## config.mk

```make
export PLATFORM = sky130hd
export DESIGN_NAME = ident_reply_parser_unit
export DESIGN_NICKNAME = d
export VERILOG_FILES = /design/src/hw/rtl/irp_pkg.sv /design/src/hw/rtl/irp_front.sv /design/src/hw/rtl/irp_cmd_q.sv /design/src/hw/rtl/irp_back.sv /design/src/hw/rtl/ident_reply_parser_unit.sv
export SDC_FILE = /design/constraint.sdc
export NUM_CORES = 1
export LEC_CHECK = 0
export BUFFER_PORTS_ARGS = -buffer_cell sky130_fd_sc_hd__buf_2
export CAP_MARGIN = 25
export CORE_ASPECT_RATIO = 0.75
export CORE_MARGIN = 1
export CORE_UTILIZATION = 65
export CTS_CLUSTER_DIAMETER = 120
export DETAILED_ROUTE_END_ITERATION = 10
export PLACE_DENSITY_LB_ADDON = 0.15
export SYNTH_ARGS = -nofsm -noshare
export SYNTH_HDL_FRONTEND = slang
export SYNTH_SLANG_ARGS = --single-unit
```

## constraint.sdc

```tcl
create_clock -name clk -period 4.1 [get_ports clk]
set_input_delay 0.41 -clock clk [delete_from_list [all_inputs] [get_ports clk]]
set_output_delay 0.41 -clock clk [all_outputs]
set_load 0.02 [all_outputs]
```

## src/hw/rtl/irp_pkg.sv

```systemverilog
`timescale 1ns / 1ps
// Shared types, constants and helpers for the ident reply parser.
// No dependencies; imported by every other file of the block.
package irp_pkg;

  localparam int unsigned BYTE_W = 8;
  localparam int unsigned BC_W   = 8;
  localparam int unsigned UC_W   = 4;

  // longest reply that is scanned, and most username characters kept
  localparam logic [BC_W-1:0] MAX_REPLY = 8'd128;
  localparam logic [UC_W-1:0] USER_MAX  = 4'd10;

  // command queue between the classifier and the parser
  localparam int unsigned CQ_DEPTH = 4;
  localparam int unsigned CQ_AW    = 2;

  localparam logic [BYTE_W-1:0] CH_COLON = 8'h3A;
  localparam logic [BYTE_W-1:0] CH_COMMA = 8'h2C;
  localparam logic [BYTE_W-1:0] CH_AT    = 8'h40;
  localparam logic [BYTE_W-1:0] CH_PLUS  = 8'h2B;
  localparam logic [BYTE_W-1:0] CH_MINUS = 8'h2D;
  localparam logic [BYTE_W-1:0] CH_ZERO  = 8'h30;
  localparam logic [BYTE_W-1:0] CH_NINE  = 8'h39;
  localparam logic [BYTE_W-1:0] CH_SPACE = 8'h20;
  localparam logic [BYTE_W-1:0] CH_TAB   = 8'h09;
  localparam logic [BYTE_W-1:0] CH_CR    = 8'h0D;
  localparam logic [BYTE_W-1:0] CH_U     = 8'h55;

  localparam logic [2:0] KW_LEN = 3'd6;

  // one classified reply byte, as it travels through the command queue
  typedef struct packed {
    logic [BYTE_W-1:0] data;
    logic              last;
    logic              is_nul;
    logic              is_ws;
    logic              is_digit;
    logic              is_nzdigit;
    logic              is_sign;
    logic              is_colon;
    logic              is_comma;
    logic              is_at;
  } cls_t;

  // one result beat
  typedef struct packed {
    logic [BYTE_W-1:0] user_char;
    logic              char_valid;
    logic              done_res;
    logic              ident_ok;
  } res_t;

  // characters of the USERID keyword
  function automatic logic [BYTE_W-1:0] kw_char(input logic [2:0] idx);
    logic [BYTE_W-1:0] c;
    unique case (idx)
      3'd0:    c = 8'h55; // U
      3'd1:    c = 8'h53; // S
      3'd2:    c = 8'h45; // E
      3'd3:    c = 8'h52; // R
      3'd4:    c = 8'h49; // I
      3'd5:    c = 8'h44; // D
      default: c = '0;
    endcase
    return c;
  endfunction

endpackage

```

## src/hw/rtl/irp_front.sv

```systemverilog
`timescale 1ns / 1ps
// Front end: classifies each incoming reply byte into a cls_t command.
// Depends on irp_pkg.
module irp_front import irp_pkg::*; (
  input  logic [BYTE_W-1:0] reply_byte,
  input  logic              last,
  output cls_t              cls
);

  always_comb begin
    cls.data       = reply_byte;
    cls.last       = last;
    cls.is_nul     = (reply_byte == '0);
    cls.is_ws      = (reply_byte == CH_SPACE) ||
                     ((reply_byte >= CH_TAB) && (reply_byte <= CH_CR));
    cls.is_digit   = (reply_byte >= CH_ZERO) && (reply_byte <= CH_NINE);
    cls.is_nzdigit = (reply_byte > CH_ZERO) && (reply_byte <= CH_NINE);
    cls.is_sign    = (reply_byte == CH_PLUS) || (reply_byte == CH_MINUS);
    cls.is_colon   = (reply_byte == CH_COLON);
    cls.is_comma   = (reply_byte == CH_COMMA);
    cls.is_at      = (reply_byte == CH_AT);
  end

endmodule

```

## src/hw/rtl/irp_cmd_q.sv

```systemverilog
`timescale 1ns / 1ps
// Command queue: a short FIFO of classified bytes between front and back.
// Depends on irp_pkg.
module irp_cmd_q import irp_pkg::*; (
  input  logic clk,
  input  logic rst_n,
  input  logic wr_en,
  input  cls_t wr_data,
  output logic q_full,
  input  logic rd_en,
  output logic q_valid,
  output cls_t rd_data
);

  cls_t             mem_r [CQ_DEPTH];
  logic [CQ_AW-1:0] wr_ptr_r, wr_ptr_nxt;
  logic [CQ_AW-1:0] rd_ptr_r, rd_ptr_nxt;
  logic [CQ_AW:0]   cnt_r, cnt_nxt;

  assign q_full  = (cnt_r == CQ_AW'(0) + (CQ_AW+1)'(CQ_DEPTH));
  assign q_valid = (cnt_r != '0);
  assign rd_data = mem_r[rd_ptr_r];

  always_comb begin
    wr_ptr_nxt = wr_en ? wr_ptr_r + 1'b1 : wr_ptr_r;
    rd_ptr_nxt = rd_en ? rd_ptr_r + 1'b1 : rd_ptr_r;
    cnt_nxt    = cnt_r + (CQ_AW+1)'(wr_en) - (CQ_AW+1)'(rd_en);
  end

  always_ff @(posedge clk) begin
    if (!rst_n) begin
      wr_ptr_r <= '0;
      rd_ptr_r <= '0;
      cnt_r    <= '0;
    end else begin
      wr_ptr_r <= wr_ptr_nxt;
      rd_ptr_r <= rd_ptr_nxt;
      cnt_r    <= cnt_nxt;
    end
  end

  always_ff @(posedge clk) begin
    if (wr_en) begin
      mem_r[wr_ptr_r] <= wr_data;
    end
  end

endmodule

```

## src/hw/rtl/irp_back.sv

```systemverilog
`timescale 1ns / 1ps
// Back end: reply parser state machine and a two-entry result queue.
// Depends on irp_pkg.
module irp_back import irp_pkg::*; (
  input  logic clk,
  input  logic rst_n,
  input  logic cmd_valid,
  input  cls_t cmd,
  output logic cmd_take,
  output res_t res,
  output logic res_empty,
  input  logic res_pop
);

  localparam logic [2:0] PH_REMOTE    = 3'd0;
  localparam logic [2:0] PH_LOCAL     = 3'd1;
  localparam logic [2:0] PH_TYPE      = 3'd2;
  localparam logic [2:0] PH_OS        = 3'd3;
  localparam logic [2:0] PH_USER      = 3'd4;
  localparam logic [2:0] PH_FAIL      = 3'd5;
  localparam logic [2:0] PH_USER_DONE = 3'd6;

  localparam logic [1:0] NS_WS     = 2'd0;
  localparam logic [1:0] NS_SIGN   = 2'd1;
  localparam logic [1:0] NS_DIGITS = 2'd2;
  localparam logic [1:0] NS_STOP   = 2'd3;

  logic [2:0]      phase_r, phase_nxt, phase_upd;
  logic [1:0]      ns_r, ns_nxt;
  logic            rnz_r, rnz_nxt;
  logic            lnz_r, lnz_nxt;
  logic [2:0]      kp_r, kp_nxt;
  logic            kf_r, kf_nxt;
  logic [BC_W-1:0] bc_r, bc_nxt;
  logic [UC_W-1:0] uc_r, uc_nxt;
  logic            se_r, se_nxt;

  logic            num_nz;
  logic [1:0]      num_ns;
  logic            kept;
  res_t            res_new;
  logic            res_push;

  res_t            rq_r [2];
  logic            rq_wr_r, rq_rd_r;
  logic [1:0]      rq_cnt_r, rq_cnt_nxt;
  logic            rq_pop;

  assign rq_pop    = res_pop && (rq_cnt_r != 2'd0);
  // take a command whenever a result slot is, or is about to be, free
  assign cmd_take  = cmd_valid && ((rq_cnt_r != 2'd2) || rq_pop);
  assign res_empty = (rq_cnt_r == 2'd0);
  assign res       = rq_r[rq_rd_r];

  // atoi-style number scan step
  always_comb begin
    num_nz = 1'b0;
    num_ns = ns_r;
    unique case (ns_r)
      NS_WS: begin
        if (cmd.is_ws) begin
          num_ns = NS_WS;
        end else if (cmd.is_sign) begin
          num_ns = NS_SIGN;
        end else if (cmd.is_digit) begin
          num_ns = NS_DIGITS;
          num_nz = cmd.is_nzdigit;
        end else begin
          num_ns = NS_STOP;
        end
      end
      NS_SIGN, NS_DIGITS: begin
        if (cmd.is_digit) begin
          num_ns = NS_DIGITS;
          num_nz = cmd.is_nzdigit;
        end else begin
          num_ns = NS_STOP;
        end
      end
      NS_STOP: num_ns = NS_STOP;
    endcase
  end

  always_comb begin
    phase_upd = phase_r;
    ns_nxt    = ns_r;
    rnz_nxt   = rnz_r;
    lnz_nxt   = lnz_r;
    kp_nxt    = kp_r;
    kf_nxt    = kf_r;
    bc_nxt    = bc_r;
    uc_nxt    = uc_r;
    se_nxt    = se_r;
    kept      = 1'b0;

    if (cmd_take && (bc_r < MAX_REPLY) && !se_r) begin
      bc_nxt = bc_r + 1'b1;
      if (cmd.is_nul) begin
        se_nxt = 1'b1;
      end else begin
        unique case (phase_r)
          PH_REMOTE: begin
            if (cmd.is_colon) begin
              phase_upd = PH_FAIL;
            end else if (cmd.is_comma) begin
              if (rnz_r) begin
                phase_upd = PH_LOCAL;
                ns_nxt    = NS_WS;
              end else begin
                phase_upd = PH_FAIL;
              end
            end else begin
              ns_nxt = num_ns;
              if (num_nz) begin
                rnz_nxt = 1'b1;
              end
            end
          end
          PH_LOCAL: begin
            if (cmd.is_colon) begin
              phase_upd = lnz_r ? PH_TYPE : PH_FAIL;
            end else begin
              ns_nxt = num_ns;
              if (num_nz) begin
                lnz_nxt = 1'b1;
              end
            end
          end
          PH_TYPE: begin
            if (cmd.is_colon) begin
              phase_upd = kf_r ? PH_OS : PH_FAIL;
            end else if (!kf_r) begin
              if ((kp_r < KW_LEN) && (cmd.data == kw_char(kp_r))) begin
                kp_nxt = kp_r + 1'b1;
                if (kp_nxt == KW_LEN) begin
                  kf_nxt = 1'b1;
                end
              end else begin
                kp_nxt = (cmd.data == CH_U) ? 3'd1 : 3'd0;
              end
            end
          end
          PH_OS: begin
            if (cmd.is_colon) begin
              phase_upd = PH_USER;
            end
          end
          PH_USER: begin
            if (cmd.is_at) begin
              phase_upd = PH_USER_DONE;
            end else if (!cmd.is_ws && !cmd.is_colon) begin
              kept   = 1'b1;
              uc_nxt = uc_r + 1'b1;
              if (uc_nxt >= USER_MAX) begin
                phase_upd = PH_USER_DONE;
              end
            end
          end
          default: begin
          end
        endcase
      end
    end

    phase_nxt = phase_upd;
    res_push  = cmd_take && (kept || cmd.last);
    res_new.user_char  = kept ? cmd.data : '0;
    res_new.char_valid = kept;
    res_new.done_res   = cmd.last;
    res_new.ident_ok   = cmd.last &&
                         ((phase_upd == PH_USER) || (phase_upd == PH_USER_DONE));

    // end of reply: back to the reset state for the next one
    if (cmd_take && cmd.last) begin
      phase_nxt = PH_REMOTE;
      ns_nxt    = NS_WS;
      rnz_nxt   = 1'b0;
      lnz_nxt   = 1'b0;
      kp_nxt    = '0;
      kf_nxt    = 1'b0;
      bc_nxt    = '0;
      uc_nxt    = '0;
      se_nxt    = 1'b0;
    end

    rq_cnt_nxt = rq_cnt_r + 2'(res_push) - 2'(rq_pop);
  end

  always_ff @(posedge clk) begin
    if (!rst_n) begin
      phase_r  <= PH_REMOTE;
      ns_r     <= NS_WS;
      rnz_r    <= 1'b0;
      lnz_r    <= 1'b0;
      kp_r     <= '0;
      kf_r     <= 1'b0;
      bc_r     <= '0;
      uc_r     <= '0;
      se_r     <= 1'b0;
      rq_wr_r  <= 1'b0;
      rq_rd_r  <= 1'b0;
      rq_cnt_r <= '0;
    end else begin
      phase_r  <= phase_nxt;
      ns_r     <= ns_nxt;
      rnz_r    <= rnz_nxt;
      lnz_r    <= lnz_nxt;
      kp_r     <= kp_nxt;
      kf_r     <= kf_nxt;
      bc_r     <= bc_nxt;
      uc_r     <= uc_nxt;
      se_r     <= se_nxt;
      rq_cnt_r <= rq_cnt_nxt;
      if (res_push) begin
        rq_wr_r <= ~rq_wr_r;
      end
      if (rq_pop) begin
        rq_rd_r <= ~rq_rd_r;
      end
    end
  end

  always_ff @(posedge clk) begin
    if (res_push) begin
      rq_r[rq_wr_r] <= res_new;
    end
  end

endmodule

```

## src/hw/rtl/ident_reply_parser_unit.sv

```systemverilog
`timescale 1ns / 1ps
// Top level of the ident reply parser; instantiates irp_front, irp_cmd_q
// and irp_back. Depends on irp_pkg.

// Parses an ident reply ("remoteport , localport : type : os : user") one
// byte per beat and returns the username characters it keeps, plus a final
// beat on the last byte that carries done_res and ident_ok. Both sides look
// like a queue: write a byte with push while full is low, read a result while
// empty is low and pop it. The block sustains one byte per clock: the front
// classifies a byte as it is pushed into a four-entry command queue, and the
// parser in the back takes one command per cycle into a two-entry result
// queue, so a byte's result is registered first in the command queue and
// then in the result queue before it reaches the result ports and can be
// popped; the only stall comes from a full result queue that is not popped.
// Replies follow one another without a gap; all parser state returns to its
// reset value with the last byte of each reply.
module ident_reply_parser_unit import irp_pkg::*; (
  input  logic              clk,
  input  logic              rst_n,
  // byte channel
  input  logic              push,
  output logic              full,
  input  logic [BYTE_W-1:0] in_reply_byte,
  input  logic              in_last,
  // result channel
  output logic              empty,
  input  logic              pop,
  output logic [BYTE_W-1:0] out_user_char,
  output logic              out_char_valid,
  output logic              out_done_res,
  output logic              out_ident_ok
);

  cls_t cls_in;
  cls_t cls_head;
  logic cq_valid;
  logic cq_take;
  logic cq_wr;
  res_t res;

  // accept a byte only while the command queue has room
  assign cq_wr = push && !full;

  irp_front u_front (
    .reply_byte (in_reply_byte),
    .last       (in_last),
    .cls        (cls_in)
  );

  irp_cmd_q u_cmd_q (
    .clk     (clk),
    .rst_n   (rst_n),
    .wr_en   (cq_wr),
    .wr_data (cls_in),
    .q_full  (full),
    .rd_en   (cq_take),
    .q_valid (cq_valid),
    .rd_data (cls_head)
  );

  irp_back u_back (
    .clk       (clk),
    .rst_n     (rst_n),
    .cmd_valid (cq_valid),
    .cmd       (cls_head),
    .cmd_take  (cq_take),
    .res       (res),
    .res_empty (empty),
    .res_pop   (pop)
  );

  // drive the result beat straight from the head of the result queue
  assign out_user_char  = res.user_char;
  assign out_char_valid = res.char_valid;
  assign out_done_res   = res.done_res;
  assign out_ident_ok   = res.ident_ok;

endmodule
```

==> results.cfg <==
[logic_synthesis]
yosysWarnings = 0
ys_ff_latch = 128
synth_area_um2 = 5780
synth-seq-area-share = 0.599
synth_top_cells_by_area = edfxtp_1 47%, dfxtp_1 13%, ha_1 4.3%, mux4_2 3.9%, mux4_1 3.2%
synthCells = 427
synth_nets = 461
synth_top_area_frac = 0.467
avgSynthCellArea_um2 = 13.5
yosysMostFrequentCell = edfxtp_1
async_flop_share = 0
synth_common_cells = 90 x edfxtp_1, 38 x dfxtp_1, 28 x nor2_1, 21 x and2_1, 20 x ha_1
synth_cell_type_count = 52
ys.flop_type = edfxtp_1
synth-edff-count = 90
synth_top_cell_by_area = edfxtp_1

[clocking]
cts_buffers = 17
clockBufferDepth = 2
clk_pin_slew_ns = 0.06
postCtsSetupRepairBufs = 0
cts_resized = 0
cts.sinks = 128
insertion_delay_ns = 0.42
clockRootBuffer = clkbuf_16
cts-hold-fix-buffers = 0
htreeDepth = 4
tritoncts = built

[floorplanning]
die_w_um = 111
top_level_ports = 26
dieHeight_um = 83.7
initial_core_util = 0.678
dieArea_um2 = 9280
rows = 29
coreArea_um2 = 8530

[drt]
wl_per_cell_um = 19.4
routed_wl_um = 11300
drt-initial-drc-count = 215
antenna_left = 0
remaining_drc_errors = 0
dr.pass1.iters = 5
vias = 3513
drt-vias-per-instance = 6.05

[sta]
finalCritPeriodShare = 0.739
finClkSkew_ns = 0.0110
relSlewSlack = 0.370
max_freq_mhz = 330
finalSetupTns_ns = 0
period_minus_slack_ns = 3.03
setup_viol = 0
finalHoldViolCount = 0
setup_ws_ns = 1.07
drv_slew = 0
max_slew.worst_pin.slew_ns = 0.945
rsz0062_at_grt = no

[cells_and_area]
nNetsFinal = 495
diodes = 0
areaGrowthSynthToFinish_pct = 13.2
fill_cells = 513
final_util = 0.768
final_layout_size_suffix_gt1_frac = 0.199

[grt]
antenna_found_initial = 0
overflow = 0
grt_pass1_vias = 3513
grt_start_max_net_pins = 25
grt_pass1_wl_um = 18300
grt_use_total = 0.266

[worst_hold_path]
hold_class = input pin to flip-flop

[pwr]
p_int_uw = 3050
power_density_nw_per_um2 = 688
leakage_uw = 0.00238
p_comb_frac = 0.296
swShare = 0.324
p_sw_uw = 1460
pwr-share-clk = 0.307
ir_drop_mv = 0.749
seqPwrFrac = 0.398

[worst_setup_path]
worstPathMaxFanout = 12
end_kind = flip-flop
worst-setup-path-type = flip-flop to flip-flop
cp_data_arrival_time_ns = 3.35
worstPathRequired_ns = 4.42
critPathLaunchType = flip-flop

[run]
maxCapViolations = 0

[place]
pre_cts_ws_ns = 1.07
routabilityCongestion = 0.867
hpwl_um = 7130
io_buffers = 25

[run_status]
status = finished clean
power groups by stage:
stage,clock (uW),sequential [uW],combinational (uW)
global route,1450,1820,1460
CTS,1400,1790,1330
detailed placement,0,1810,1310
floorplan,0,1720,1040
finish,1380,1790,1330
global placement,0,1800,1260
critical path: stages, from the launching register on:
cell	delay (ns)
dfxtp_1	0.72
mux4_2	0.63
or4b_4	0.53
a211oi_2	0.19
a31oi_1	0.11
or4_1	0.57
a21oi_1	0.18
metal layers:
metal,global-route usage,part of all wire,wire (um),up-vias
met4,0.0921,0.014,153,0
met2,0.428,0.48,5370,127
met1,0.350,0.45,5080,1721
li1,-,-,-,1652
met3,0.0777,0.060,675,13
met5,0,0,0,-
logic make-up (layout without fill, tap and decap cells):
family	after synthesis	in the layout	synth area share
AND/OR/NAND/NOR	139	139	0.134
AO/OA/AOI/OAI	45	45	0.0495
XOR/XNOR	23	23	0.0348
multiplexers	36	36	0.107
buffers and inverters	35	81	0.0288
flip-flops	128	128	0.599
adder cells (fa/ha/maj)	21	21	0.0467
metrics by stage:
| step | hold WS, ns | std cells | area [um2] | power, uW |
|---|---|---|---|---|
| floorplan | 0.428 | 427 | 5780 | 2760 |
| global placement | 0.461 | 550 | 6000 | 3060 |
| detailed placement | 0.455 | 550 | 6000 | 3120 |
| CTS | 0.220 | 581 | 6550 | 4520 |
| global route | 0.227 | 581 | 6550 | 4730 |
| finish | 0.237 | 581 | 6550 | 4500 |
final cells by class:
class	count	area [um2]	share of cell area
Sequential cell	128	3460	0.529
Multi-Input combinational cell	264	2160	0.330
Clock buffer	18	429	0.0655
Timing Repair Buffer	32	178	0.0271
Tap cell	108	135	0.0206
Clock inverter	13	116	0.0178
Inverter	18	67.6	0.0103
placed cells by master, fill, tap and decap left out, types with 7 or more instances in the layout:
cell type,count
mux4_2,10
dfxtp_1,38
xnor2_1,12
nor2_1,28
nand3_1,8
ha_1,20
inv_1,18
clkbuf_16,17
o21ai_0,8
edfxtp_1,90
a21oi_1,14
xor2_1,11
buf_2,25
nor2b_1,17
buf_4,7
and2_1,21
nor4_1,8
nand2_1,17
mux2_2,16
nor3_1,7
mux4_1,7
registers in the layout, indices dropped and copies added, names as in the netlist, named ones only:
signal and count:
u_back.bc_r 8, u_back.kf_r 1, u_back.kp_r 3, u_back.lnz_r 1
u_back.ns_r 2, u_back.phase_r 2, u_back.rnz_r 1, u_back.rq_cnt_r 2
u_back.rq_r 22, u_back.rq_rd_r 1, u_back.rq_wr_r 1, u_back.se_r 1
u_back.uc_r 4, u_cmd_q.cnt_r 3, u_cmd_q.mem_r 68, u_cmd_q.rd_ptr_r 2
u_cmd_q.wr_ptr_r 2
worst paths after layout:
kind,startpoint,endpoint,slack (ns),depth (start not counted)
setup / recovery,flip-flop,u_back.kf_r,1.07,6
hold / removal,in_last,u_cmd_q.mem_r[3][8],0.24,1
setup reg to reg,flip-flop,u_back.kf_r,1.07,6
hold reg to reg,u_back.rnz_r,u_back.rnz_r,0.47,2
(Power assumes the default switching activity.)
